[src/hdl/u16u8_pkg.sv]
// types and constants shared by the utf-16 to utf-8 transcoder
// depends on nothing; every module of the block imports it
package u16u8_pkg;

	// result kinds
	localparam logic [1:0] KIND_DATA  = 2'd0;
	localparam logic [1:0] KIND_DONE  = 2'd1;
	localparam logic [1:0] KIND_ERROR = 2'd2;

	// error codes
	localparam logic [1:0] ERR_NONE          = 2'd0;
	localparam logic [1:0] ERR_NOT_TERMINATED = 2'd1;
	localparam logic [1:0] ERR_TRUNCATED     = 2'd2;
	localparam logic [1:0] ERR_BAD_SURROGATE = 2'd3;

	// surrogate prefixes (upper six bits of a code unit)
	localparam logic [5:0] HIGH_SURR_PREFIX = 6'b110110;
	localparam logic [5:0] LOW_SURR_PREFIX  = 6'b110111;

	// job queue between front and back
	localparam int QUEUE_DEPTH = 2;
	localparam int QPTR_W      = (QUEUE_DEPTH > 1) ? $clog2(QUEUE_DEPTH) : 1;
	localparam int QCNT_W      = $clog2(QUEUE_DEPTH + 1);

	typedef struct packed {
		logic [15:0] code_unit;
		logic        final_unit;
	} unit_t;

	typedef struct packed {
		logic [7:0] out_byte;
		logic [1:0] kind;
		logic [1:0] error_code;
		logic       run_end;
	} result_t;

	// one job: up to four bytes, or a single status result
	typedef struct packed {
		logic [3:0][7:0] bytes;
		logic [1:0]      last;
		logic [1:0]      kind;
		logic [1:0]      error_code;
	} job_t;

endpackage

[src/hdl/u16u8_front.sv]
// front end: accepts code units, tracks surrogate and drop state, builds jobs
// depends on u16u8_pkg
module u16u8_front import u16u8_pkg::*; (
	input  logic  clk,
	input  logic  arst_n,
	input  logic  unit_valid,
	output logic  unit_stall,
	input  unit_t unit,
	input  logic  queue_full,
	output logic  push,
	output job_t  job
);

	logic [9:0] high_half_q;
	logic       half_pending_q;
	logic       dropping_q;

	logic       accept;
	logic       is_high;
	logic       is_low;
	logic [20:0] cp;
	logic [20:0] pair_cp;
	job_t       enc_job;

	logic [9:0] high_half_d;
	logic       half_pending_d;
	logic       dropping_d;

	assign unit_stall = queue_full;
	assign accept     = unit_valid && !queue_full;
	assign is_high    = unit.code_unit[15:10] == HIGH_SURR_PREFIX;
	assign is_low     = unit.code_unit[15:10] == LOW_SURR_PREFIX;

	// 0x10000 + (high << 10) + low offset
	assign pair_cp = {11'(high_half_q) + 11'd64, unit.code_unit[9:0]};
	assign cp      = half_pending_q ? pair_cp : {5'd0, unit.code_unit};

	// utf-8 encoding of cp
	always_comb begin
		enc_job            = '0;
		enc_job.kind       = KIND_DATA;
		enc_job.error_code = ERR_NONE;
		if (cp <= 21'h7f) begin
			enc_job.bytes[0] = cp[7:0];
			enc_job.last     = 2'd0;
		end else if (cp <= 21'h7ff) begin
			enc_job.bytes[0] = {3'b110, cp[10:6]};
			enc_job.bytes[1] = {2'b10, cp[5:0]};
			enc_job.last     = 2'd1;
		end else if (cp <= 21'hffff) begin
			enc_job.bytes[0] = {4'b1110, cp[15:12]};
			enc_job.bytes[1] = {2'b10, cp[11:6]};
			enc_job.bytes[2] = {2'b10, cp[5:0]};
			enc_job.last     = 2'd2;
		end else begin
			enc_job.bytes[0] = {5'b11110, cp[20:18]};
			enc_job.bytes[1] = {2'b10, cp[17:12]};
			enc_job.bytes[2] = {2'b10, cp[11:6]};
			enc_job.bytes[3] = {2'b10, cp[5:0]};
			enc_job.last     = 2'd3;
		end
	end

	// classification and next state
	always_comb begin
		high_half_d    = high_half_q;
		half_pending_d = half_pending_q;
		dropping_d     = dropping_q;
		push           = 1'b0;
		job            = '0;
		if (accept) begin
			if (unit.final_unit) begin
				high_half_d    = '0;
				half_pending_d = 1'b0;
				dropping_d     = 1'b0;
				if (!dropping_q) begin
					push = 1'b1;
					if (half_pending_q) begin
						job.kind       = KIND_ERROR;
						job.error_code = ERR_TRUNCATED;
					end else if (unit.code_unit != 16'd0) begin
						job.kind       = KIND_ERROR;
						job.error_code = ERR_NOT_TERMINATED;
					end else begin
						job.kind       = KIND_DONE;
					end
				end
			end else if (!dropping_q) begin
				if (half_pending_q) begin
					half_pending_d = 1'b0;
					high_half_d    = '0;
					push           = 1'b1;
					if (is_low) begin
						job = enc_job;
					end else begin
						dropping_d     = 1'b1;
						job.kind       = KIND_ERROR;
						job.error_code = ERR_BAD_SURROGATE;
					end
				end else if (is_high) begin
					high_half_d    = unit.code_unit[9:0];
					half_pending_d = 1'b1;
				end else if (is_low) begin
					dropping_d     = 1'b1;
					push           = 1'b1;
					job.kind       = KIND_ERROR;
					job.error_code = ERR_BAD_SURROGATE;
				end else begin
					push = 1'b1;
					job  = enc_job;
				end
			end
		end
	end

	always_ff @(posedge clk or negedge arst_n) begin
		if (!arst_n) begin
			high_half_q    <= '0;
			half_pending_q <= 1'b0;
			dropping_q     <= 1'b0;
		end else begin
			high_half_q    <= high_half_d;
			half_pending_q <= half_pending_d;
			dropping_q     <= dropping_d;
		end
	end

endmodule

[src/hdl/u16u8_queue.sv]
// short job queue between front and back
// depends on u16u8_pkg
module u16u8_queue import u16u8_pkg::*; (
	input  logic clk,
	input  logic arst_n,
	input  logic push,
	input  job_t push_job,
	input  logic pop,
	output job_t head,
	output logic full,
	output logic empty
);

	job_t              mem [QUEUE_DEPTH];
	logic [QPTR_W-1:0] wr_ptr_q;
	logic [QPTR_W-1:0] rd_ptr_q;
	logic [QCNT_W-1:0] count_q;

	logic do_push;
	logic do_pop;

	assign full    = count_q == QCNT_W'(QUEUE_DEPTH);
	assign empty   = count_q == '0;
	assign do_push = push && !full;
	assign do_pop  = pop && !empty;
	assign head    = mem[rd_ptr_q];

	function automatic logic [QPTR_W-1:0] next_ptr(input logic [QPTR_W-1:0] p);
		logic [QPTR_W-1:0] r;
		r = (p == QPTR_W'(QUEUE_DEPTH - 1)) ? '0 : p + 1'b1;
		return r;
	endfunction

	always_ff @(posedge clk) begin
		if (do_push) begin
			mem[wr_ptr_q] <= push_job;
		end
	end

	always_ff @(posedge clk or negedge arst_n) begin
		if (!arst_n) begin
			wr_ptr_q <= '0;
			rd_ptr_q <= '0;
			count_q  <= '0;
		end else begin
			if (do_push) begin
				wr_ptr_q <= next_ptr(wr_ptr_q);
			end
			if (do_pop) begin
				rd_ptr_q <= next_ptr(rd_ptr_q);
			end
			unique case ({do_push, do_pop})
				2'b10:   count_q <= count_q + 1'b1;
				2'b01:   count_q <= count_q - 1'b1;
				default: count_q <= count_q;
			endcase
		end
	end

endmodule

[src/hdl/u16u8_back.sv]
// back end: serializes queued jobs into one result per cycle while result_stall is low
// depends on u16u8_pkg
module u16u8_back import u16u8_pkg::*; (
	input  logic    clk,
	input  logic    arst_n,
	input  job_t    head,
	input  logic    empty,
	output logic    pop,
	output logic    result_valid,
	input  logic    result_stall,
	output result_t result
);

	job_t       job_q;
	logic [1:0] idx_q;
	logic       busy_q;
	logic       result_valid_q;
	result_t    result_q;

	logic out_free;
	logic emit;
	logic is_last;

	assign out_free = !result_valid_q || !result_stall;
	assign emit     = busy_q && out_free;
	assign is_last  = idx_q == job_q.last;
	assign pop      = (!busy_q || (emit && is_last)) && !empty;

	assign result_valid = result_valid_q;
	assign result       = result_q;

	always_ff @(posedge clk or negedge arst_n) begin
		if (!arst_n) begin
			busy_q         <= 1'b0;
			idx_q          <= '0;
			result_valid_q <= 1'b0;
		end else begin
			if (emit) begin
				result_valid_q <= 1'b1;
			end else if (out_free) begin
				result_valid_q <= 1'b0;
			end
			if (pop) begin
				busy_q <= 1'b1;
				idx_q  <= '0;
			end else if (emit && is_last) begin
				busy_q <= 1'b0;
			end else if (emit) begin
				idx_q  <= idx_q + 1'b1;
			end
		end
	end

	always_ff @(posedge clk) begin
		if (pop) begin
			job_q <= head;
		end
		if (emit) begin
			result_q.out_byte   <= job_q.bytes[idx_q];
			result_q.kind       <= job_q.kind;
			result_q.error_code <= job_q.error_code;
			result_q.run_end    <= is_last;
		end
	end

	// status results are single and carry no byte
	a_status_single: assert property (@(posedge clk) disable iff (!arst_n)
		(emit && job_q.kind != KIND_DATA) |-> (is_last && idx_q == 2'd0))
		else $error("status job spans more than one result");

	a_status_zero_byte: assert property (@(posedge clk) disable iff (!arst_n)
		(emit && job_q.kind != KIND_DATA) |=> (result_q.out_byte == 8'd0))
		else $error("status result carries a nonzero byte");

	// a job is only replaced once its last byte has gone out
	a_no_overwrite: assert property (@(posedge clk) disable iff (!arst_n)
		(pop && busy_q) |-> (emit && is_last))
		else $error("job overwritten before completion");

	// data results only carry error code none
	a_data_no_code: assert property (@(posedge clk) disable iff (!arst_n)
		(emit && job_q.kind == KIND_DATA) |-> (job_q.error_code == ERR_NONE))
		else $error("data job with error code");

endmodule

[src/hdl/utf16_to_utf8_transcoder_top.sv]
// top level of the utf-16 to utf-8 transcoder
// depends on u16u8_pkg, u16u8_front, u16u8_queue, u16u8_back
//
// usage
//   unit channel: one utf-16 code unit per transfer (unit_valid/unit_stall),
//     final_unit marks the string's terminator, which must be zero
//   result channel: one result per transfer (result_valid/result_stall):
//     a utf-8 data byte, or a status (string done or error with code);
//     run_end flags the last result caused by one code unit
//   a high surrogate gives no result by itself; its pair gives four bytes
//   after an error one error result goes out and units are dropped up to
//     and including the final unit
// timing
//   when the block is idle the first result of a unit passes through the job
//     queue, the job register and the output register
//   the result port moves one result per cycle while result_stall is low;
//     a unit gives 1 to 3 results in the basic plane, 4 for a pair; the byte
//     serializer in the back end sets this rate
//   units that give no result push no job into the queue
// stall and reset
//   a stalled result holds in the output register; the two-entry job queue
//     keeps taking units until it fills, then unit_stall rises
//   reset clears surrogate/drop state, the queue and the output valid
module utf16_to_utf8_transcoder_top import u16u8_pkg::*; (
	input  logic    clk,
	input  logic    arst_n,
	input  logic    unit_valid,
	output logic    unit_stall,
	input  unit_t   unit,
	output logic    result_valid,
	input  logic    result_stall,
	output result_t result
);

	// front to queue
	logic push;
	job_t push_job;
	logic queue_full;

	// queue to back
	job_t head;
	logic empty;
	logic pop;

	// classifies units and keeps surrogate state
	u16u8_front u_front (
		.clk        (clk),
		.arst_n     (arst_n),
		.unit_valid (unit_valid),
		.unit_stall (unit_stall),
		.unit       (unit),
		.queue_full (queue_full),
		.push       (push),
		.job        (push_job)
	);

	// decouples front and back
	u16u8_queue u_queue (
		.clk      (clk),
		.arst_n   (arst_n),
		.push     (push),
		.push_job (push_job),
		.pop      (pop),
		.head     (head),
		.full     (queue_full),
		.empty    (empty)
	);

	// one result transfer per cycle while result_stall is low
	u16u8_back u_back (
		.clk          (clk),
		.arst_n       (arst_n),
		.head         (head),
		.empty        (empty),
		.pop          (pop),
		.result_valid (result_valid),
		.result_stall (result_stall),
		.result       (result)
	);

endmodule

[config.mk]
export PLATFORM = sky130hd
export DESIGN_NAME = utf16_to_utf8_transcoder_top
export DESIGN_NICKNAME = d
export VERILOG_FILES = /design/src/hdl/u16u8_pkg.sv /design/src/hdl/u16u8_front.sv /design/src/hdl/u16u8_queue.sv /design/src/hdl/u16u8_back.sv /design/src/hdl/utf16_to_utf8_transcoder_top.sv
export SDC_FILE = /design/constraint.sdc
export NUM_CORES = 1
export LEC_CHECK = 0
export ABC_CLOCK_PERIOD_IN_PS = 3600
export BUFFER_PORTS_ARGS = -buffer_cell sky130_fd_sc_hd__buf_2
export CORE_ASPECT_RATIO = 1.25
export CORE_MARGIN = 5
export CORE_UTILIZATION = 46
export CTS_CLUSTER_SIZE = 8
export DETAILED_ROUTE_END_ITERATION = 6
export PLACE_DENSITY = 0.69
export SYNTH_ARGS = -nofsm -noshare
export SYNTH_HDL_FRONTEND = slang
export SYNTH_SLANG_ARGS = --single-unit
[constraint.sdc]
create_clock -name clk -period 3.6 [get_ports clk]
set_clock_uncertainty 0.15 [all_clocks]
set_input_delay 0.72 -clock clk [delete_from_list [all_inputs] [get_ports clk]]
set_output_delay 0.72 -clock clk [all_outputs]
set_load 0.01 [all_outputs]
==> results.md <==
Place:
- The post-DP HPWL is 7550 um.
- The count of placed standard cells including taps is 581.
- The final weighted congestion of routability-driven global placement is 0.873.
- The count of buffers added on input and output ports is 35.

Cells and area:
- The footprint of the multi-input gates is 0.00175 sq mm.
- Compared with the post-synthesis result, the final layout area differs by 17.3%.
- The layout cell share with drive strength beyond 1 is 30.3%.
- The sequential cells in the finished layout cover a total of 0.00395 sq mm.
- Counting the fill cells in the layout gives 1,037.
- The number of diodes added for antenna fixing is 0.
- The final-stage net count is 455.
- The number of cells in the finished layout apart from fillers is 613.
- For this run, the share of the core covered by cells in the final layout is 54.3%.

Yosys:
- After synthesis, the most frequently instantiated cells are sky130_fd_sc_hd__edfxtp_1 (115), sky130_fd_sc_hd__mux2_2 (36), sky130_fd_sc_hd__nand2_1 (31).
- The top-area cell type share of the netlist area is 59.5%.
- The prevailing post-synth register cell is sky130_fd_sc_hd__edfxtp_1.
- Of all cell types, the one taking the most synthesized area is sky130_fd_sc_hd__edfxtp_1.
- Sequential cells were found to cover 68.1% of the synthesized design area.
- Yosys mapped the design onto 55 distinct sky130hd cell types.
- The instance count of the mapped netlist is 386.
- The post-synthesis instance area is 0.00581 sq mm.
- The cell with the most instances after synthesis is sky130_fd_sc_hd__edfxtp_1.
- Ranked by total cell area, the synthesized netlist is headed by sky130_fd_sc_hd__edfxtp_1 (59%), sky130_fd_sc_hd__dfrtp_1 (8.6%), sky130_fd_sc_hd__mux2_2 (7.0%), sky130_fd_sc_hd__mux4_2 (2.7%), sky130_fd_sc_hd__nand2_1 (2.0%).
- Counting flops with a built-in enable in the synthesized netlist gives 115.
- The synthesis-stage register bit count is 135.
- The fraction of registers with async set/reset is 14.8%.
- Yosys printed 0 warnings.
- The mean instance size in the synthesized netlist is 15.0 sq um.
- When the netlist entered floorplanning its net count stood at 409.

Timing:
- Setup repair after global routing left no endpoint under its margin.
- After layout, the worst path uses 80.0% of the clock period.
- For the finished layout, the period the worst path requires is 2880 ps.
- The hold violation total from the final report is 0.
- Setup violations remaining at the end of the flow were counted as 0.
- The max-slew violation count is 0.
- The remaining max-slew budget at the tightest pin is 51.9%.
- The final setup TNS is 0 ps.
- For the pin with the worst max-slew slack, the measured transition is 719 ps.
- The highest achievable clock rate is 347 MHz.

Clock tree:
- Hold repair after CTS inserted 0 buffers.
- The clock buffer count from CTS is 17.
- The largest buffer count on any clock path is 2.
- The number of setup buffers added after CTS is 0.
- The H-tree generated during clock tree synthesis spans 4 levels.
- Clock latency on the worst-skew pair, taken at its later pin, is 410 ps.
- The clock tree from TritonCTS is yes.
- The clock tree root driver cell is sky130_fd_sc_hd__clkbuf_16.
- After clock tree synthesis, the repair step resized 0 gates.
- For this design, the sink count on the clock tree is 135.
- The clock transition at the registers of the reported paths is 60 ps.

Power:
- In this run the power density over the cells is 802 mW/mm^2.
- The design draws 0.00546 W.
- Per report_power, the clock group accounts for 33.1% of the total.
- The cell internal power dissipation is 0.00401 W.
- In this run the power spent charging and discharging nets is 0.00145 W.
- The worst vdd rail ir drop is 0.000323 V.
- The standby leakage power is 2.45 nW.
- Net switching is 26.5% of the power.
- The portion of total power attributed to sequential cells is 45.4%.
- The share of total power in combinational logic is 21.5%.

Floorplanning:
- The area of the core is 0.0125 sq mm.
- The die is 136 um tall.
- The starting utilization of the core area is 46.3%.
- The horizontal extent of the die is 110 um.
- The area of the die is 0.0150 sq mm.
- The row count is 46.
- The count of boundary I/O pins is 36.

Flow run:
- The number of maximum-capacitance constraint violations is 0.

GRT:
- The via count of the first global-routing pass is 3,473.
- The met3 routing resource usage after global routing is 5.18%.
- The global-route wire length before repair is 18,100 um.
- The maximum number of pins on one net before global-route repair is 36.
- The global routing stage identified its most utilized layer as met2.
- The met1 routing resource usage after global routing is 18.5%.
- The global-route track usage on met2 is 27.1%.
- The remaining global-route overflow is 0.
- The global-route usage over all layers is 15.9%.
- The number of antenna violations at the first check in global routing came to 0.

Drt:
- The total wirelength of the detailed-routed design is 11,100 um.
- The number of DRC violations after detailed-routing iteration 0 is 185.
- The number of detailed-route iterations in the first pass is 4.
- The post-route antenna net violation count is 0.
- The number of DRC violations after detailed routing is 0.
- In the routed layout, each cell is associated on average with a via count of 5.39.
- Dividing the detail-routed wire length by the instance count gives 18.2 um.
- The total via count after detailed routing is 3,306.

Setup path:
- Grouping stages by cell kind, the critical path spends the most delay in simple AND/OR/NAND/NOR gates.
- The type of the worst setup path is flop to flop.
- The critical path contains buffers and inverters numbering 0 combined.
- The kind of capture point of the worst setup path is a flop.
- For this run, the slowest stage of the critical path takes 440 ps.
- The signal on the critical path passes through ha_1, or3b_1, a22o_1, nor3_4, or2_1, a211oi_2.
- STA puts the critical path data arrival time at 2850 ps.
- The kind of start point of the critical path is a flop.
- The slowest stage of the critical path is the sky130_fd_sc_hd__dfrtp_1 cell.
- The data required time of the worst path is 3570 ps.
- Along the worst path, the maximum fanout reaches 17.

Worst hold path:
- The worst hold path belongs to the class primary input to async pin.

Outcome:
- The flow ran to the end, and the final reports show no timing, DRC or antenna violations.
[power groups by stage]
stage          combinational [W]  clock [W]  sequential, W
2_1_floorplan           0.000842          0        0.00250
3_3_place_gp             0.00117          0        0.00249
3_5_place_dp             0.00119          0        0.00251
4_1_cts                  0.00121    0.00185        0.00248
5_1_grt                  0.00130    0.00192        0.00252
6_report                 0.00118    0.00181        0.00248
[final timing paths]
path | from | endpoint | slack, ps | cells past startpoint
setup / recovery | u_front.high_half_q[6] | u_queue.mem[1][15] | 720 | 6
hold / removal | arst_n | u_queue.wr_ptr_q | 120 | 1
setup reg to reg | u_front.high_half_q[6] | u_queue.mem[1][15] | 720 | 6
hold reg to reg | u_back.job_q[1] | u_back.result[2] | 280 | 0
max in group asynchronous | arst_n | u_back.busy_q | 2830 | 1
min in group clk | u_back.job_q[1] | u_back.result[2] | 280 | 0
[cells by family after synthesis]
kind of cell	Yosys count	share of synthesized area [%]
compound gates	66	8.34
xor+xnor	11	1.66
fa+ha+maj	2	0.431
buf+inv	25	1.98
flops	135	68.1
mux	47	10.4
simple gates	100	9.09
[stage by stage]
step                      worst slack [ps]  instance area [sq um]  hold WS [ps]
after floorplan                        400                   5810           250
after global placement                 832                   6180           257
after detailed placement               739                   6180           262
after CTS                              731                   6810           116
after global routing                   533                   6810           132
final                                  719                   6810           118
[state kept, by name (all words and copies together) (netlist names)]
signal                  count
u_queue.mem                68
u_back.job_q               34
u_back.result              13
u_front.high_half_q        10
u_back.idx_q                2
u_queue.count_q             2
u_back.busy_q               1
u_back.result_valid         1
u_front.dropping_q          1
u_front.half_pending_q      1
u_queue.rd_ptr_q            1
u_queue.wr_ptr_q            1
[final cells by class]
cell class,count,share of cell area [%]
sequential,135,58.1
clock buffer,17,6.25
inverter,10,0.551
clock inverter,15,2.98
tap,168,3.09
timing repair buffer,42,3.34
multi-input combinational,226,25.7
[cell usage in the layout (no fill, tap or decap), types with 8 or more instances in the layout]
cell type	count
sky130_fd_sc_hd__buf_2	35
sky130_fd_sc_hd__a22o_1	12
sky130_fd_sc_hd__nand2_1	31
sky130_fd_sc_hd__and2_1	10
sky130_fd_sc_hd__inv_1	8
sky130_fd_sc_hd__nor2_1	22
sky130_fd_sc_hd__mux2_2	36
sky130_fd_sc_hd__edfxtp_1	115
sky130_fd_sc_hd__dfrtp_1	20
sky130_fd_sc_hd__clkbuf_16	17
sky130_fd_sc_hd__a21oi_1	22
[per-layer routing]
layer	up-vias	wire, um	share of wire [%]
met3	17	550	4.9
met1	1624	4560	41
li1	1571	-	-
met2	94	5810	52
met5	-	0	0
met4	0	201	1.8
Power figures use the tool's default switching activity.
